### src/rtl/rsp_pkg.sv
// Shared types and constants of the RESP stream parser.
// Depends on nothing; every other file of the block imports it.
`default_nettype none

package rsp_pkg;

  localparam int unsigned ByteW    = 8;
  localparam int unsigned ValueW   = 32;
  localparam int unsigned IndexW   = 10;
  localparam int unsigned BulkW    = 30;
  localparam int unsigned SimpleW  = 16;
  localparam int unsigned CfgIdxW  = 8;
  localparam int unsigned CfgDataW = 32;
  localparam int unsigned AccumW   = 36;

  localparam logic [ByteW-1:0] ChColon  = 8'h3A;
  localparam logic [ByteW-1:0] ChPlus   = 8'h2B;
  localparam logic [ByteW-1:0] ChMinus  = 8'h2D;
  localparam logic [ByteW-1:0] ChDollar = 8'h24;
  localparam logic [ByteW-1:0] ChStar   = 8'h2A;
  localparam logic [ByteW-1:0] ChCr     = 8'h0D;
  localparam logic [ByteW-1:0] ChLf     = 8'h0A;
  localparam logic [ByteW-1:0] ChZero   = 8'h30;
  localparam logic [ByteW-1:0] ChNine   = 8'h39;

  localparam logic [CfgIdxW-1:0] RegMaxSimple = 8'd0;
  localparam logic [CfgIdxW-1:0] RegMaxBulk   = 8'd1;

  localparam logic [SimpleW-1:0] MaxSimpleReset = 16'd128;
  localparam logic [BulkW-1:0]   MaxBulkReset   = 30'd536870912;

  localparam logic [AccumW-1:0] IntPosLimit = 36'h07FFFFFFF;
  localparam logic [AccumW-1:0] IntNegLimit = 36'h080000000;

  typedef enum logic [3:0] {
    PH_IDLE      = 4'd0,
    PH_SIGN      = 4'd1,
    PH_NUM       = 4'd2,
    PH_NUM_LF    = 4'd3,
    PH_SIMPLE    = 4'd4,
    PH_SIMPLE_LF = 4'd5,
    PH_BULK      = 4'd6,
    PH_BULK_CR   = 4'd7,
    PH_BULK_LF   = 4'd8
  } phase_e;

  typedef enum logic [2:0] {
    KIND_INT    = 3'd0,
    KIND_SIMPLE = 3'd1,
    KIND_ERR    = 3'd2,
    KIND_BULK   = 3'd3,
    KIND_ARRAY  = 3'd4
  } kind_e;

  typedef enum logic [2:0] {
    EV_ARRAY_HDR = 3'd0,
    EV_START     = 3'd1,
    EV_PAYLOAD   = 3'd2,
    EV_END       = 3'd3,
    EV_ERROR     = 3'd4
  } event_e;

  typedef enum logic [2:0] {
    ERR_NONE       = 3'd0,
    ERR_BAD_TYPE   = 3'd1,
    ERR_MISSING_LF = 3'd2,
    ERR_BAD_DIGIT  = 3'd3,
    ERR_OVERFLOW   = 3'd4,
    ERR_TOO_LONG   = 3'd5,
    ERR_BAD_TERM   = 3'd6,
    ERR_NESTED     = 3'd7
  } err_e;

  // Per-element parse state.
  typedef struct packed {
    phase_e             phase;
    kind_e              kind;
    logic [ValueW-1:0]  accum;
    logic               neg;
    logic               digit_seen;
    logic [BulkW-1:0]   remaining;
    logic [SimpleW-1:0] simple_cnt;
  } elem_state_t;

  // One output event.
  typedef struct packed {
    event_e             event_res;
    kind_e              elem_type;
    logic [ByteW-1:0]   data_byte;
    logic [ValueW-1:0]  value;
    logic [IndexW-1:0]  elem_index;
    err_e               error_code;
    logic               msg_last;
  } result_t;

  localparam elem_state_t ElemClear = '{
    phase:      PH_IDLE,
    kind:       KIND_INT,
    accum:      '0,
    neg:        1'b0,
    digit_seen: 1'b0,
    remaining:  '0,
    simple_cnt: '0
  };

  localparam result_t ResNone = '{
    event_res:  EV_ARRAY_HDR,
    elem_type:  KIND_INT,
    data_byte:  '0,
    value:      '0,
    elem_index: '0,
    error_code: ERR_NONE,
    msg_last:   1'b0
  };

endpackage

`default_nettype wire

### src/rtl/rsp_byte_if.sv
// Input byte channel of the RESP stream parser.
// Depends on rsp_pkg for the byte width.
`default_nettype none

interface rsp_byte_if
  import rsp_pkg::*;
();
  logic             valid;
  logic             ready;
  logic [ByteW-1:0] in_byte;

  modport source (output valid, output in_byte, input ready);
  modport sink   (input valid, input in_byte, output ready);
endinterface

`default_nettype wire

### src/rtl/rsp_event_if.sv
// Event output channel of the RESP stream parser.
// Depends on rsp_pkg for the field widths.
`default_nettype none

interface rsp_event_if
  import rsp_pkg::*;
();
  logic                     valid;
  logic                     ready;
  logic [2:0]               event_res;
  logic [2:0]               elem_type;
  logic [ByteW-1:0]         data_byte;
  logic signed [ValueW-1:0] value;
  logic [IndexW-1:0]        elem_index;
  logic [2:0]               error_code;
  logic                     msg_last;

  modport source (
    output valid, output event_res, output elem_type, output data_byte,
    output value, output elem_index, output error_code, output msg_last,
    input ready
  );
  modport sink (
    input valid, input event_res, input elem_type, input data_byte,
    input value, input elem_index, input error_code, input msg_last,
    output ready
  );
endinterface

`default_nettype wire

### src/rtl/rsp_cfg_if.sv
// Configuration write channel of the RESP stream parser.
// Depends on rsp_pkg for the index and data widths.
`default_nettype none

interface rsp_cfg_if
  import rsp_pkg::*;
();
  logic                valid;
  logic                ready;
  logic [CfgIdxW-1:0]  index;
  logic [CfgDataW-1:0] data;

  modport source (output valid, output index, output data, input ready);
  modport sink   (input valid, input index, input data, output ready);
endinterface

`default_nettype wire

### src/rtl/resp_stream_parser_unit.sv
// Top level of the RESP stream parser: byte input register, parse state and event register.
// Depends on rsp_pkg, the three channel interfaces, rsp_cfg_regs and rsp_step.
//
// Use: bytes of a RESP2 stream enter on byte_i, one word per handshake. Each
// byte yields at most one event word on evt_o: an array header, an element
// start, a payload byte, an element end (carrying the integer value or the
// string length) or an error. A message is a single element or one top-level
// array with its elements; msg_last marks the event that completes it. Any
// error drops the parser back to idle outside any array.
// An accepted byte waits in the input register until the parse step loads
// its event word into the event register. Throughput is one byte per cycle
// while evt_o does not stall; the parse step is one short state update.
// When evt_o stalls, the event register holds its word and the input register
// holds the next byte, so byte_i keeps taking words until both are full.
// Bytes that produce no event also wait behind a stalled event word.
// At reset both registers empty, the parse state returns to idle and the
// length limits take their defaults. The limits are written on cfg_i, whose
// ready is always high; they should only change while the parser is idle.
`default_nettype none

module resp_stream_parser_unit
  import rsp_pkg::*;
#(
  parameter int unsigned MAX_ELEMENTS = 1024
) (
  input  wire logic   clk_i,
  input  wire logic   rst_ni,
  rsp_byte_if.sink    byte_i,
  rsp_event_if.source evt_o,
  rsp_cfg_if.sink     cfg_i
);

  localparam int unsigned LeftW = $clog2(MAX_ELEMENTS + 1);

  // Configured limits.
  logic [SimpleW-1:0] max_simple;
  logic [BulkW-1:0]   max_bulk;

  rsp_cfg_regs u_cfg_regs (
    .clk_i        (clk_i),
    .rst_ni       (rst_ni),
    .cfg_i        (cfg_i),
    .max_simple_o (max_simple),
    .max_bulk_o   (max_bulk)
  );

  // Input register.
  logic             byte_vld_q;
  logic [ByteW-1:0] byte_q;

  // Parse state: the element being parsed and the enclosing array.
  elem_state_t       elem_q, elem_d;
  logic [LeftW-1:0]  left_q, left_d;
  logic [IndexW-1:0] pos_q, pos_d;
  logic              inside_q, inside_d;

  // Event register.
  logic    out_vld_q;
  result_t res_q;
  logic    res_vld;
  result_t res;

  logic advance;
  logic in_fire;

  // The parse step runs whenever a byte is held and the event register can
  // take a word, whether or not this byte produces one.
  assign advance      = byte_vld_q && (!out_vld_q || evt_o.ready);
  assign byte_i.ready = !byte_vld_q || advance;
  assign in_fire      = byte_i.valid && byte_i.ready;

  rsp_step #(
    .MAX_ELEMENTS (MAX_ELEMENTS),
    .LeftW        (LeftW)
  ) u_step (
    .byte_i       (byte_q),
    .max_simple_i (max_simple),
    .max_bulk_i   (max_bulk),
    .elem_i       (elem_q),
    .left_i       (left_q),
    .pos_i        (pos_q),
    .inside_i     (inside_q),
    .elem_o       (elem_d),
    .left_o       (left_d),
    .pos_o        (pos_d),
    .inside_o     (inside_d),
    .res_valid_o  (res_vld),
    .res_o        (res)
  );

  always_ff @(posedge clk_i or negedge rst_ni) begin
    if (!rst_ni) begin
      byte_vld_q <= 1'b0;
    end else if (byte_i.ready) begin
      byte_vld_q <= byte_i.valid;
    end
  end

  always_ff @(posedge clk_i) begin
    if (in_fire) begin
      byte_q <= byte_i.in_byte;
    end
  end

  always_ff @(posedge clk_i or negedge rst_ni) begin
    if (!rst_ni) begin
      elem_q   <= ElemClear;
      left_q   <= '0;
      pos_q    <= '0;
      inside_q <= 1'b0;
    end else if (advance) begin
      elem_q   <= elem_d;
      left_q   <= left_d;
      pos_q    <= pos_d;
      inside_q <= inside_d;
    end
  end

  always_ff @(posedge clk_i or negedge rst_ni) begin
    if (!rst_ni) begin
      out_vld_q <= 1'b0;
    end else if (advance && res_vld) begin
      out_vld_q <= 1'b1;
    end else if (evt_o.ready) begin
      out_vld_q <= 1'b0;
    end
  end

  always_ff @(posedge clk_i) begin
    if (advance && res_vld) begin
      res_q <= res;
    end
  end

  assign evt_o.valid      = out_vld_q;
  assign evt_o.event_res  = res_q.event_res;
  assign evt_o.elem_type  = res_q.elem_type;
  assign evt_o.data_byte  = res_q.data_byte;
  assign evt_o.value      = $signed(res_q.value);
  assign evt_o.elem_index = res_q.elem_index;
  assign evt_o.error_code = res_q.error_code;
  assign evt_o.msg_last   = res_q.msg_last;

  // Outside an array the element position is always back at zero.
  assert property (@(posedge clk_i) disable iff (!rst_ni)
    !inside_q |-> (pos_q == '0))
    else $error("element position left non-zero outside an array");

  // A stalled event word freezes the parse state.
  assert property (@(posedge clk_i) disable iff (!rst_ni)
    (out_vld_q && !evt_o.ready) |=> ($stable(elem_q) && $stable(inside_q)))
    else $error("parse state moved while the event word was stalled");

  // A word that completes a message never carries an error.
  assert property (@(posedge clk_i) disable iff (!rst_ni)
    (out_vld_q && res_q.msg_last) |-> (res_q.error_code == ERR_NONE))
    else $error("message completion flagged on an error event");

  // An accepted byte is held in the input register on the next cycle.
  assert property (@(posedge clk_i) disable iff (!rst_ni)
    in_fire |=> byte_vld_q)
    else $error("accepted byte was lost from the input register");

endmodule

`default_nettype wire

### src/rtl/rsp_cfg_regs.sv
// Length limit registers of the RESP stream parser, written over the config channel.
// Depends on rsp_pkg and rsp_cfg_if.
`default_nettype none

module rsp_cfg_regs
  import rsp_pkg::*;
(
  input  wire logic         clk_i,
  input  wire logic         rst_ni,
  rsp_cfg_if.sink           cfg_i,
  output logic [SimpleW-1:0] max_simple_o,
  output logic [BulkW-1:0]   max_bulk_o
);

  logic [SimpleW-1:0] max_simple_q;
  logic [BulkW-1:0]   max_bulk_q;

  assign cfg_i.ready = 1'b1;

  // Writes to indexes beyond the register list are taken and dropped.
  always_ff @(posedge clk_i or negedge rst_ni) begin
    if (!rst_ni) begin
      max_simple_q <= MaxSimpleReset;
      max_bulk_q   <= MaxBulkReset;
    end else if (cfg_i.valid) begin
      if (cfg_i.index == RegMaxSimple) begin
        max_simple_q <= cfg_i.data[SimpleW-1:0];
      end
      if (cfg_i.index == RegMaxBulk) begin
        max_bulk_q <= cfg_i.data[BulkW-1:0];
      end
    end
  end

  assign max_simple_o = max_simple_q;
  assign max_bulk_o   = max_bulk_q;

endmodule

`default_nettype wire

### src/rtl/rsp_step.sv
// Next-state and event logic for one byte of the RESP stream parser.
// Depends on rsp_pkg; purely combinational, the state registers live in the top level.
`default_nettype none

module rsp_step
  import rsp_pkg::*;
#(
  parameter int unsigned MAX_ELEMENTS = 1024,
  parameter int unsigned LeftW        = $clog2(MAX_ELEMENTS + 1)
) (
  input  logic [ByteW-1:0]   byte_i,
  input  logic [SimpleW-1:0] max_simple_i,
  input  logic [BulkW-1:0]   max_bulk_i,
  input  elem_state_t        elem_i,
  input  logic [LeftW-1:0]   left_i,
  input  logic [IndexW-1:0]  pos_i,
  input  logic               inside_i,
  output elem_state_t        elem_o,
  output logic [LeftW-1:0]   left_o,
  output logic [IndexW-1:0]  pos_o,
  output logic               inside_o,
  output logic               res_valid_o,
  output result_t            res_o
);

  localparam logic [AccumW-1:0] ArrayLimit = AccumW'(MAX_ELEMENTS);

  logic [IndexW-1:0] idx;
  logic              is_digit;
  logic [AccumW-1:0] nv;
  logic [AccumW-1:0] limit;
  logic [LeftW-1:0]  left_dec;
  logic [BulkW-1:0]  rem_dec;
  logic              do_num;
  logic              do_fail;
  kind_e             fail_kind;
  err_e              fail_code;
  logic              do_fin;
  logic [ValueW-1:0] fin_val;

  assign idx      = inside_i ? pos_i : '0;
  assign is_digit = (byte_i >= ChZero) && (byte_i <= ChNine);
  assign nv       = (AccumW'(elem_i.accum) << 3) + (AccumW'(elem_i.accum) << 1)
                  + AccumW'(byte_i - ChZero);
  assign left_dec = (left_i != '0) ? left_i - LeftW'(1) : left_i;
  assign rem_dec  = (elem_i.remaining != '0) ? elem_i.remaining - BulkW'(1)
                                             : elem_i.remaining;

  always_comb begin
    if (elem_i.kind == KIND_INT) begin
      limit = elem_i.neg ? IntNegLimit : IntPosLimit;
    end else if (elem_i.kind == KIND_BULK) begin
      limit = AccumW'(max_bulk_i);
    end else begin
      limit = ArrayLimit;
    end
  end

  always_comb begin
    elem_o      = elem_i;
    left_o      = left_i;
    pos_o       = pos_i;
    inside_o    = inside_i;
    res_valid_o = 1'b0;
    res_o       = ResNone;
    do_num      = 1'b0;
    do_fail     = 1'b0;
    fail_kind   = elem_i.kind;
    fail_code   = ERR_NONE;
    do_fin      = 1'b0;
    fin_val     = '0;

    unique case (elem_i.phase)
      PH_IDLE: begin
        elem_o = ElemClear;
        if (byte_i == ChStar) begin
          if (inside_i) begin
            do_fail   = 1'b1;
            fail_kind = KIND_ARRAY;
            fail_code = ERR_NESTED;
          end else begin
            elem_o.kind  = KIND_ARRAY;
            elem_o.phase = PH_NUM;
          end
        end else if (byte_i == ChColon || byte_i == ChPlus || byte_i == ChMinus ||
                     byte_i == ChDollar) begin
          if (byte_i == ChColon) begin
            elem_o.kind  = KIND_INT;
            elem_o.phase = PH_SIGN;
          end else if (byte_i == ChPlus) begin
            elem_o.kind  = KIND_SIMPLE;
            elem_o.phase = PH_SIMPLE;
          end else if (byte_i == ChMinus) begin
            elem_o.kind  = KIND_ERR;
            elem_o.phase = PH_SIMPLE;
          end else begin
            elem_o.kind  = KIND_BULK;
            elem_o.phase = PH_NUM;
          end
          res_valid_o      = 1'b1;
          res_o.event_res  = EV_START;
          res_o.elem_type  = elem_o.kind;
          res_o.elem_index = idx;
        end else begin
          do_fail   = 1'b1;
          fail_kind = KIND_INT;
          fail_code = ERR_BAD_TYPE;
        end
      end

      PH_SIGN: begin
        elem_o.phase = PH_NUM;
        if (byte_i == ChMinus) begin
          elem_o.neg = 1'b1;
        end else if (byte_i != ChPlus) begin
          do_num = 1'b1;
        end
      end

      PH_NUM: begin
        do_num = 1'b1;
      end

      PH_NUM_LF: begin
        if (byte_i != ChLf) begin
          do_fail   = 1'b1;
          fail_code = ERR_MISSING_LF;
        end else if (elem_i.kind == KIND_INT) begin
          do_fin  = 1'b1;
          fin_val = elem_i.neg ? ValueW'(0) - elem_i.accum : elem_i.accum;
        end else if (elem_i.kind == KIND_BULK) begin
          elem_o.remaining = elem_i.accum[BulkW-1:0];
          elem_o.phase     = (elem_i.accum == '0) ? PH_BULK_CR : PH_BULK;
        end else begin
          elem_o          = ElemClear;
          res_valid_o     = 1'b1;
          res_o.event_res = EV_ARRAY_HDR;
          res_o.elem_type = KIND_ARRAY;
          if (elem_i.accum == '0) begin
            res_o.msg_last = 1'b1;
          end else begin
            inside_o    = 1'b1;
            left_o      = LeftW'(elem_i.accum);
            pos_o       = '0;
            res_o.value = elem_i.accum;
          end
        end
      end

      PH_SIMPLE: begin
        if (byte_i == ChCr) begin
          elem_o.phase = PH_SIMPLE_LF;
        end else if (byte_i == ChLf) begin
          do_fail   = 1'b1;
          fail_code = ERR_BAD_TERM;
        end else if (elem_i.simple_cnt >= max_simple_i) begin
          do_fail   = 1'b1;
          fail_code = ERR_TOO_LONG;
        end else begin
          elem_o.simple_cnt = elem_i.simple_cnt + SimpleW'(1);
          res_valid_o       = 1'b1;
          res_o.event_res   = EV_PAYLOAD;
          res_o.elem_type   = elem_i.kind;
          res_o.data_byte   = byte_i;
          res_o.elem_index  = idx;
        end
      end

      PH_SIMPLE_LF: begin
        if (byte_i != ChLf) begin
          do_fail   = 1'b1;
          fail_code = ERR_MISSING_LF;
        end else begin
          do_fin  = 1'b1;
          fin_val = ValueW'(elem_i.simple_cnt);
        end
      end

      PH_BULK: begin
        elem_o.remaining = rem_dec;
        if (rem_dec == '0) begin
          elem_o.phase = PH_BULK_CR;
        end
        res_valid_o      = 1'b1;
        res_o.event_res  = EV_PAYLOAD;
        res_o.elem_type  = KIND_BULK;
        res_o.data_byte  = byte_i;
        res_o.elem_index = idx;
      end

      PH_BULK_CR: begin
        if (byte_i != ChCr) begin
          do_fail   = 1'b1;
          fail_kind = KIND_BULK;
          fail_code = ERR_BAD_TERM;
        end else begin
          elem_o.phase = PH_BULK_LF;
        end
      end

      PH_BULK_LF: begin
        if (byte_i != ChLf) begin
          do_fail   = 1'b1;
          fail_kind = KIND_BULK;
          fail_code = ERR_MISSING_LF;
        end else begin
          do_fin  = 1'b1;
          fin_val = elem_i.accum;
        end
      end

      default: begin
        elem_o = ElemClear;
      end
    endcase

    // Decimal header digits, shared by integers, bulk lengths and array counts.
    if (do_num) begin
      if (is_digit) begin
        if (nv > limit) begin
          do_fail   = 1'b1;
          fail_code = (elem_i.kind == KIND_INT) ? ERR_OVERFLOW : ERR_TOO_LONG;
        end else begin
          elem_o.accum      = nv[ValueW-1:0];
          elem_o.digit_seen = 1'b1;
        end
      end else if (byte_i == ChCr && elem_i.digit_seen) begin
        elem_o.phase = PH_NUM_LF;
      end else begin
        do_fail   = 1'b1;
        fail_code = ERR_BAD_DIGIT;
      end
    end

    if (do_fin) begin
      elem_o           = ElemClear;
      res_valid_o      = 1'b1;
      res_o.event_res  = EV_END;
      res_o.elem_type  = elem_i.kind;
      res_o.value      = fin_val;
      res_o.elem_index = idx;
      res_o.msg_last   = 1'b1;
      if (inside_i) begin
        left_o = left_dec;
        pos_o  = pos_i + IndexW'(1);
        if (left_dec == '0) begin
          inside_o = 1'b0;
          pos_o    = '0;
        end else begin
          res_o.msg_last = 1'b0;
        end
      end
    end

    if (do_fail) begin
      elem_o           = ElemClear;
      left_o           = '0;
      pos_o            = '0;
      inside_o         = 1'b0;
      res_valid_o      = 1'b1;
      res_o            = ResNone;
      res_o.event_res  = EV_ERROR;
      res_o.elem_type  = fail_kind;
      res_o.elem_index = pos_i;
      res_o.error_code = fail_code;
    end
  end

endmodule

`default_nettype wire
### src/flat_wrapper.sv
// flat-port wrapper written by rule: the top's interface ports become plain ports
module resp_stream_parser_unit_flat import rsp_pkg::*;
#(
  parameter int unsigned MAX_ELEMENTS = 1024
)
  (clk_i, rst_ni, byte_i_valid, byte_i_in_byte, byte_i_ready, evt_o_valid, evt_o_event_res, evt_o_elem_type, evt_o_data_byte, evt_o_value, evt_o_elem_index, evt_o_error_code, evt_o_msg_last, evt_o_ready, cfg_i_valid, cfg_i_index, cfg_i_data, cfg_i_ready);
  rsp_byte_if byte_i_i ();
  rsp_event_if evt_o_i ();
  rsp_cfg_if cfg_i_i ();
  input  wire logic clk_i;
  input  wire logic rst_ni;
  input wire logic [$bits(byte_i_i.valid)-1:0] byte_i_valid;
  input wire logic [$bits(byte_i_i.in_byte)-1:0] byte_i_in_byte;
  output wire logic [$bits(byte_i_i.ready)-1:0] byte_i_ready;
  output wire logic [$bits(evt_o_i.valid)-1:0] evt_o_valid;
  output wire logic [$bits(evt_o_i.event_res)-1:0] evt_o_event_res;
  output wire logic [$bits(evt_o_i.elem_type)-1:0] evt_o_elem_type;
  output wire logic [$bits(evt_o_i.data_byte)-1:0] evt_o_data_byte;
  output wire logic [$bits(evt_o_i.value)-1:0] evt_o_value;
  output wire logic [$bits(evt_o_i.elem_index)-1:0] evt_o_elem_index;
  output wire logic [$bits(evt_o_i.error_code)-1:0] evt_o_error_code;
  output wire logic [$bits(evt_o_i.msg_last)-1:0] evt_o_msg_last;
  input wire logic [$bits(evt_o_i.ready)-1:0] evt_o_ready;
  input wire logic [$bits(cfg_i_i.valid)-1:0] cfg_i_valid;
  input wire logic [$bits(cfg_i_i.index)-1:0] cfg_i_index;
  input wire logic [$bits(cfg_i_i.data)-1:0] cfg_i_data;
  output wire logic [$bits(cfg_i_i.ready)-1:0] cfg_i_ready;
  assign byte_i_i.valid = byte_i_valid;
  assign byte_i_i.in_byte = byte_i_in_byte;
  assign byte_i_ready = byte_i_i.ready;
  assign evt_o_valid = evt_o_i.valid;
  assign evt_o_event_res = evt_o_i.event_res;
  assign evt_o_elem_type = evt_o_i.elem_type;
  assign evt_o_data_byte = evt_o_i.data_byte;
  assign evt_o_value = evt_o_i.value;
  assign evt_o_elem_index = evt_o_i.elem_index;
  assign evt_o_error_code = evt_o_i.error_code;
  assign evt_o_msg_last = evt_o_i.msg_last;
  assign evt_o_i.ready = evt_o_ready;
  assign cfg_i_i.valid = cfg_i_valid;
  assign cfg_i_i.index = cfg_i_index;
  assign cfg_i_i.data = cfg_i_data;
  assign cfg_i_ready = cfg_i_i.ready;
  resp_stream_parser_unit #(.MAX_ELEMENTS(MAX_ELEMENTS)) u_core (.clk_i(clk_i), .rst_ni(rst_ni), .byte_i(byte_i_i), .evt_o(evt_o_i), .cfg_i(cfg_i_i));
endmodule
### config.mk
export PLATFORM = sky130hd
export DESIGN_NAME = resp_stream_parser_unit_flat
export DESIGN_NICKNAME = d
export VERILOG_FILES = /design/src/rtl/rsp_pkg.sv /design/src/rtl/rsp_byte_if.sv /design/src/rtl/rsp_event_if.sv /design/src/rtl/rsp_cfg_if.sv /design/src/rtl/resp_stream_parser_unit.sv /design/src/rtl/rsp_cfg_regs.sv /design/src/rtl/rsp_step.sv /design/src/flat_wrapper.sv
export SDC_FILE = /design/constraint.sdc
export NUM_CORES = 1
export LEC_CHECK = 0
export BUFFER_PORTS_ARGS = -buffer_cell sky130_fd_sc_hd__buf_2
export CORE_ASPECT_RATIO = 1.4
export CORE_MARGIN = 5
export CORE_UTILIZATION = 54
export DETAILED_ROUTE_END_ITERATION = 8
export PLACE_DENSITY = 0.73
export SLEW_MARGIN = 20
export SYNTH_ARGS = -nofsm -noshare
export SYNTH_HDL_FRONTEND = slang
export SYNTH_SLANG_ARGS = --single-unit
### constraint.sdc
create_clock -name clk_i -period 16.7 [get_ports clk_i]
set_clock_uncertainty 0.05 [all_clocks]
set_input_delay 3.34 -clock clk_i [delete_from_list [all_inputs] [get_ports clk_i]]
set_output_delay 3.34 -clock clk_i [all_outputs]
set_load 0.05 [all_outputs]
==> metrics.txt <==
prevailing post-synth register cell=dfrtp_1; fin nets=2054; CP required=between 15 and 20 ns; cell area after synthesis=roughly 16000 um2; synthesis-to-finish area growth=10.1%; GRT overflow=0; Die H=roughly 220 um; hold buffers post-CTS=0; main area contributors after synthesis=dfrtp_1, edfxtp_1, ha_1; vias in the first global route=~15k; initial antenna violation count=0; Worst Path Buf+Inv=1; Max Clk Rate=around 120 MHz; FF-to-FF path depth=22; length of the first detailed-routing pass in iterations=6; worst rel slew slack=a little over a fifth; count leader, synth=nand2_1; Yosys warning count=0; Synth cell types=between 90 and 100; vias per cell=6.63; Starting Density=a little over half; first-pass GRT wire length=about 80000 um; max-slew violations=0; final core occ=60.4%; pre-CTS setup slack=8.57 ns; CP top delay family=compound AO/OA/AOI/OAI gates; syn_area_per_cell=between 9 and 10 um2; Post-Layout Cell Count=approximately 2.3k; CTS sink cnt=around 230; Die ar.=34200 um2; CP Class=flop to flop; share of layout cells above drive strength 1=around 14%; total wire length=50300 um; Die Width=158 um; ys async rst share=between 60% and 70%; Worst Path Max Fanout=27; fin area=approximately 18000 um2; pin slew with the least headroom to its limit=1.17 ns; Worst setup SP type=flop; post-synthesis sequential area ratio=a little over a third; Worst Hold Class=flop to flop; Critical Path Stages=22; hold_ws=around 0.46 ns; Worst setup EP type=flop; cell mode on critical path=ha_1; Post-synth EDFFs=68; minimum clock period=just over 8 ns; reg2reg setup slack=~8.4 ns; clock root cell=clkbuf_16; CP peak stage delay=roughly 0.94 ns; Mapped Nets=about 2k; # rows=75; H-tree Lvls=1; Pleak=a little over 8 nW; Period Utilization, post-route=between 40 and 50%; post-route antenna net violation count=0; final hold viol count=0; postcts setup bufs=0; Pwr Total=around 2.1 mW; Reg clk slew, reported paths=0.06 ns; Power Dens Cells=about 120 nW/um2; Tot GR Track Use=just under 30%; DP Area=~17000 um2; Max Cap Violations=0; hold path depth=1; core area=about 30000 um2; Crit path arrival time=between 8 and 9 ns; setup TNS=0 ns; placed cells=~2.2k; Yosys top cell area share=23.5%; # DRC=0; clk_lat worst skew=between 0.5 and 0.6 ns; Initial DRC Count=roughly 1.2k; slowest CP cell=o21ai_2; cell taking the most area after synthesis=dfrtp_1; largest net degree at the start of global routing=roughly 90; CTS Buffer Depth=3; top cells by count, synth=nand2_1, dfrtp_1, a21oi_1, o21ai_0, ha_1; io pins=about 120; ant diodes=0; worst-path cell chain=ha_1 > nor3_2 > buf_4 > fa_1 > ha_1 > a21oi_1 > o21ai_0 > a31oi_1 > o41a_1 > nor2_1 > o21bai_1 > a2111oi_0 > a211o_1 > ha_1 > nand4_1 > or4_1 > or3_1 > o311ai_1 > o311ai_1 > o21a_2 > o21ai_2 > o221ai_1; Final setup violation count=0; TritonCTS Buffers=24; CTS tree=done; port buffer count=112; GPL Wtd Cong=approximately 0.95; status=completed; PostCTS Resize Cnt=0; DP Wirelength=~37000 um; setup ws final=about 8.4 ns; RSZ-0062 raised after global routing=no; wire per inst=between 20 and 25 um; IR Drop Worst-Case VDD=between 0.08 and 0.09 mV; Synth Register Bits=225; vias=15.1k; Mapped Cells=between 1.5k and 2k
cell families (layout without fill, tap and decap cells):
| kind of cell | count (synthesis) | count (layout) | share of synthesized area (%) |
|---|---|---|---|
| adder cells (fa/ha/maj) | 124 | 124 | 10.8 |
| AO/OA/AOI/OAI | 571 | 571 | 23.2 |
| other | 1 | 1 | 0.0228 |
| buffers and inverters | 173 | 254 | 4.31 |
| multiplexers | 39 | 39 | 2.65 |
| AND/OR/NAND/NOR | 635 | 635 | 20.3 |
| XOR/XNOR | 46 | 46 | 2.45 |
| flip-flops | 225 | 225 | 36.3 |
layer usage:
layer | routed length, um | vias to the layer above | global-route usage (%)
li1 | - | 6966 | -
met1 | 19200 | 7384 | 35.9
met3 | 3580 | 146 | 4.33
met2 | 25100 | 623 | 50.0
met5 | 0 | - | 0
met4 | 2340 | 0 | 12.8
placed cells by master, fill, tap and decap left out, types with 12 or more instances in the layout:
cell type | Yosys | layout
a22oi_1 | 17 | 17
a21o_1 | 12 | 12
buf_4 | 3 | 22
and3_1 | 35 | 35
xor2_1 | 19 | 19
o31ai_1 | 25 | 25
buf_2 | 20 | 111
o211ai_1 | 18 | 18
a221o_1 | 13 | 13
nor3_1 | 56 | 52
nand2_1 | 164 | 164
nor2_1 | 77 | 75
xnor2_1 | 27 | 27
edfxtp_1 | 68 | 68
mux2_2 | 35 | 35
inv_1 | 75 | 75
ha_1 | 93 | 93
or3_1 | 41 | 41
clkbuf_16 | 0 | 24
a22o_1 | 35 | 35
or4_1 | 14 | 14
dfrtp_1 | 155 | 155
nand4_1 | 27 | 27
nand3_1 | 92 | 91
o21ai_0 | 131 | 131
nor4_1 | 15 | 15
o221ai_1 | 13 | 13
a31oi_1 | 20 | 20
nand2b_1 | 16 | 16
nor2b_1 | 29 | 29
and2_1 | 26 | 26
a21oi_1 | 141 | 141
fa_1 | 31 | 31
o21a_1 | 14 | 14
state kept, by name, indices dropped and copies added, names as in the netlist, 3 cells and up:
register                        cells
u_core.evt_o.error_code             3
u_core.byte_q                       8
u_core.u_cfg_regs.max_simple_o     16
u_core.evt_o.elem_type              3
u_core.left_q                      11
u_core.evt_o.data_byte              8
u_core.evt_o.event_res              3
u_core.evt_o.elem_index            10
u_core.evt_o.value                 32
u_core.u_cfg_regs.max_bulk_o       30
u_core.elem_q                      87
u_core.pos_q                       10
layout make-up:
| type | instances | area (um2) |
|---|---|---|
| fillers | 2695 | 11900 |
| multi-input cells | 1416 | 9850 |
| flip-flops and latches | 225 | 5970 |
| repair buffers | 134 | 732 |
| clock buffers | 33 | 664 |
| well taps | 385 | 482 |
| inverters | 76 | 285 |
| clock inverters | 11 | 151 |
worst reg2reg max path, delay by kind of cell (launching register included):
kind,cells,cell delay (ns)
AOI/OAI and AO/OA,12,4.10
adders and majority gates,4,1.58
buffers and inverters,1,0.52
DFF,1,0.52
and+or+nand+nor,5,1.33
power by group:
part | internal (mW) | leakage, nW | total (mW) | switching [mW]
Sequential | 0.660 | 2.78 | 0.703 | 0.0426
Combinational | 0.213 | 4.90 | 0.845 | 0.632
Clock | 0.327 | 0.395 | 0.561 | 0.234
Total | 1.20 | 8.07 | 2.11 | 0.909
worst paths after layout:
kind / from / end
min in group asynchronous: rst_ni / u_core.elem_q[34]$_DFFE_PN0P_
max in group asynchronous: rst_ni / u_core.elem_q[78]$_DFFE_PN0P_
min: u_core.u_cfg_regs.max_bulk_o[28]$_DFFE_PN0P_ / u_core.u_cfg_regs.max_bulk_o[28]$_DFFE_PN0P_
min reg2reg: u_core.u_cfg_regs.max_bulk_o[28]$_DFFE_PN0P_ / u_core.u_cfg_regs.max_bulk_o[28]$_DFFE_PN0P_
max reg2reg: u_core.byte_q[4]$_DFFE_PP_ / u_core.elem_q[30]$_DFFE_PN0P_
max: u_core.byte_q[4]$_DFFE_PP_ / u_core.elem_q[30]$_DFFE_PN0P_
Power figures use the tool's default switching activity.
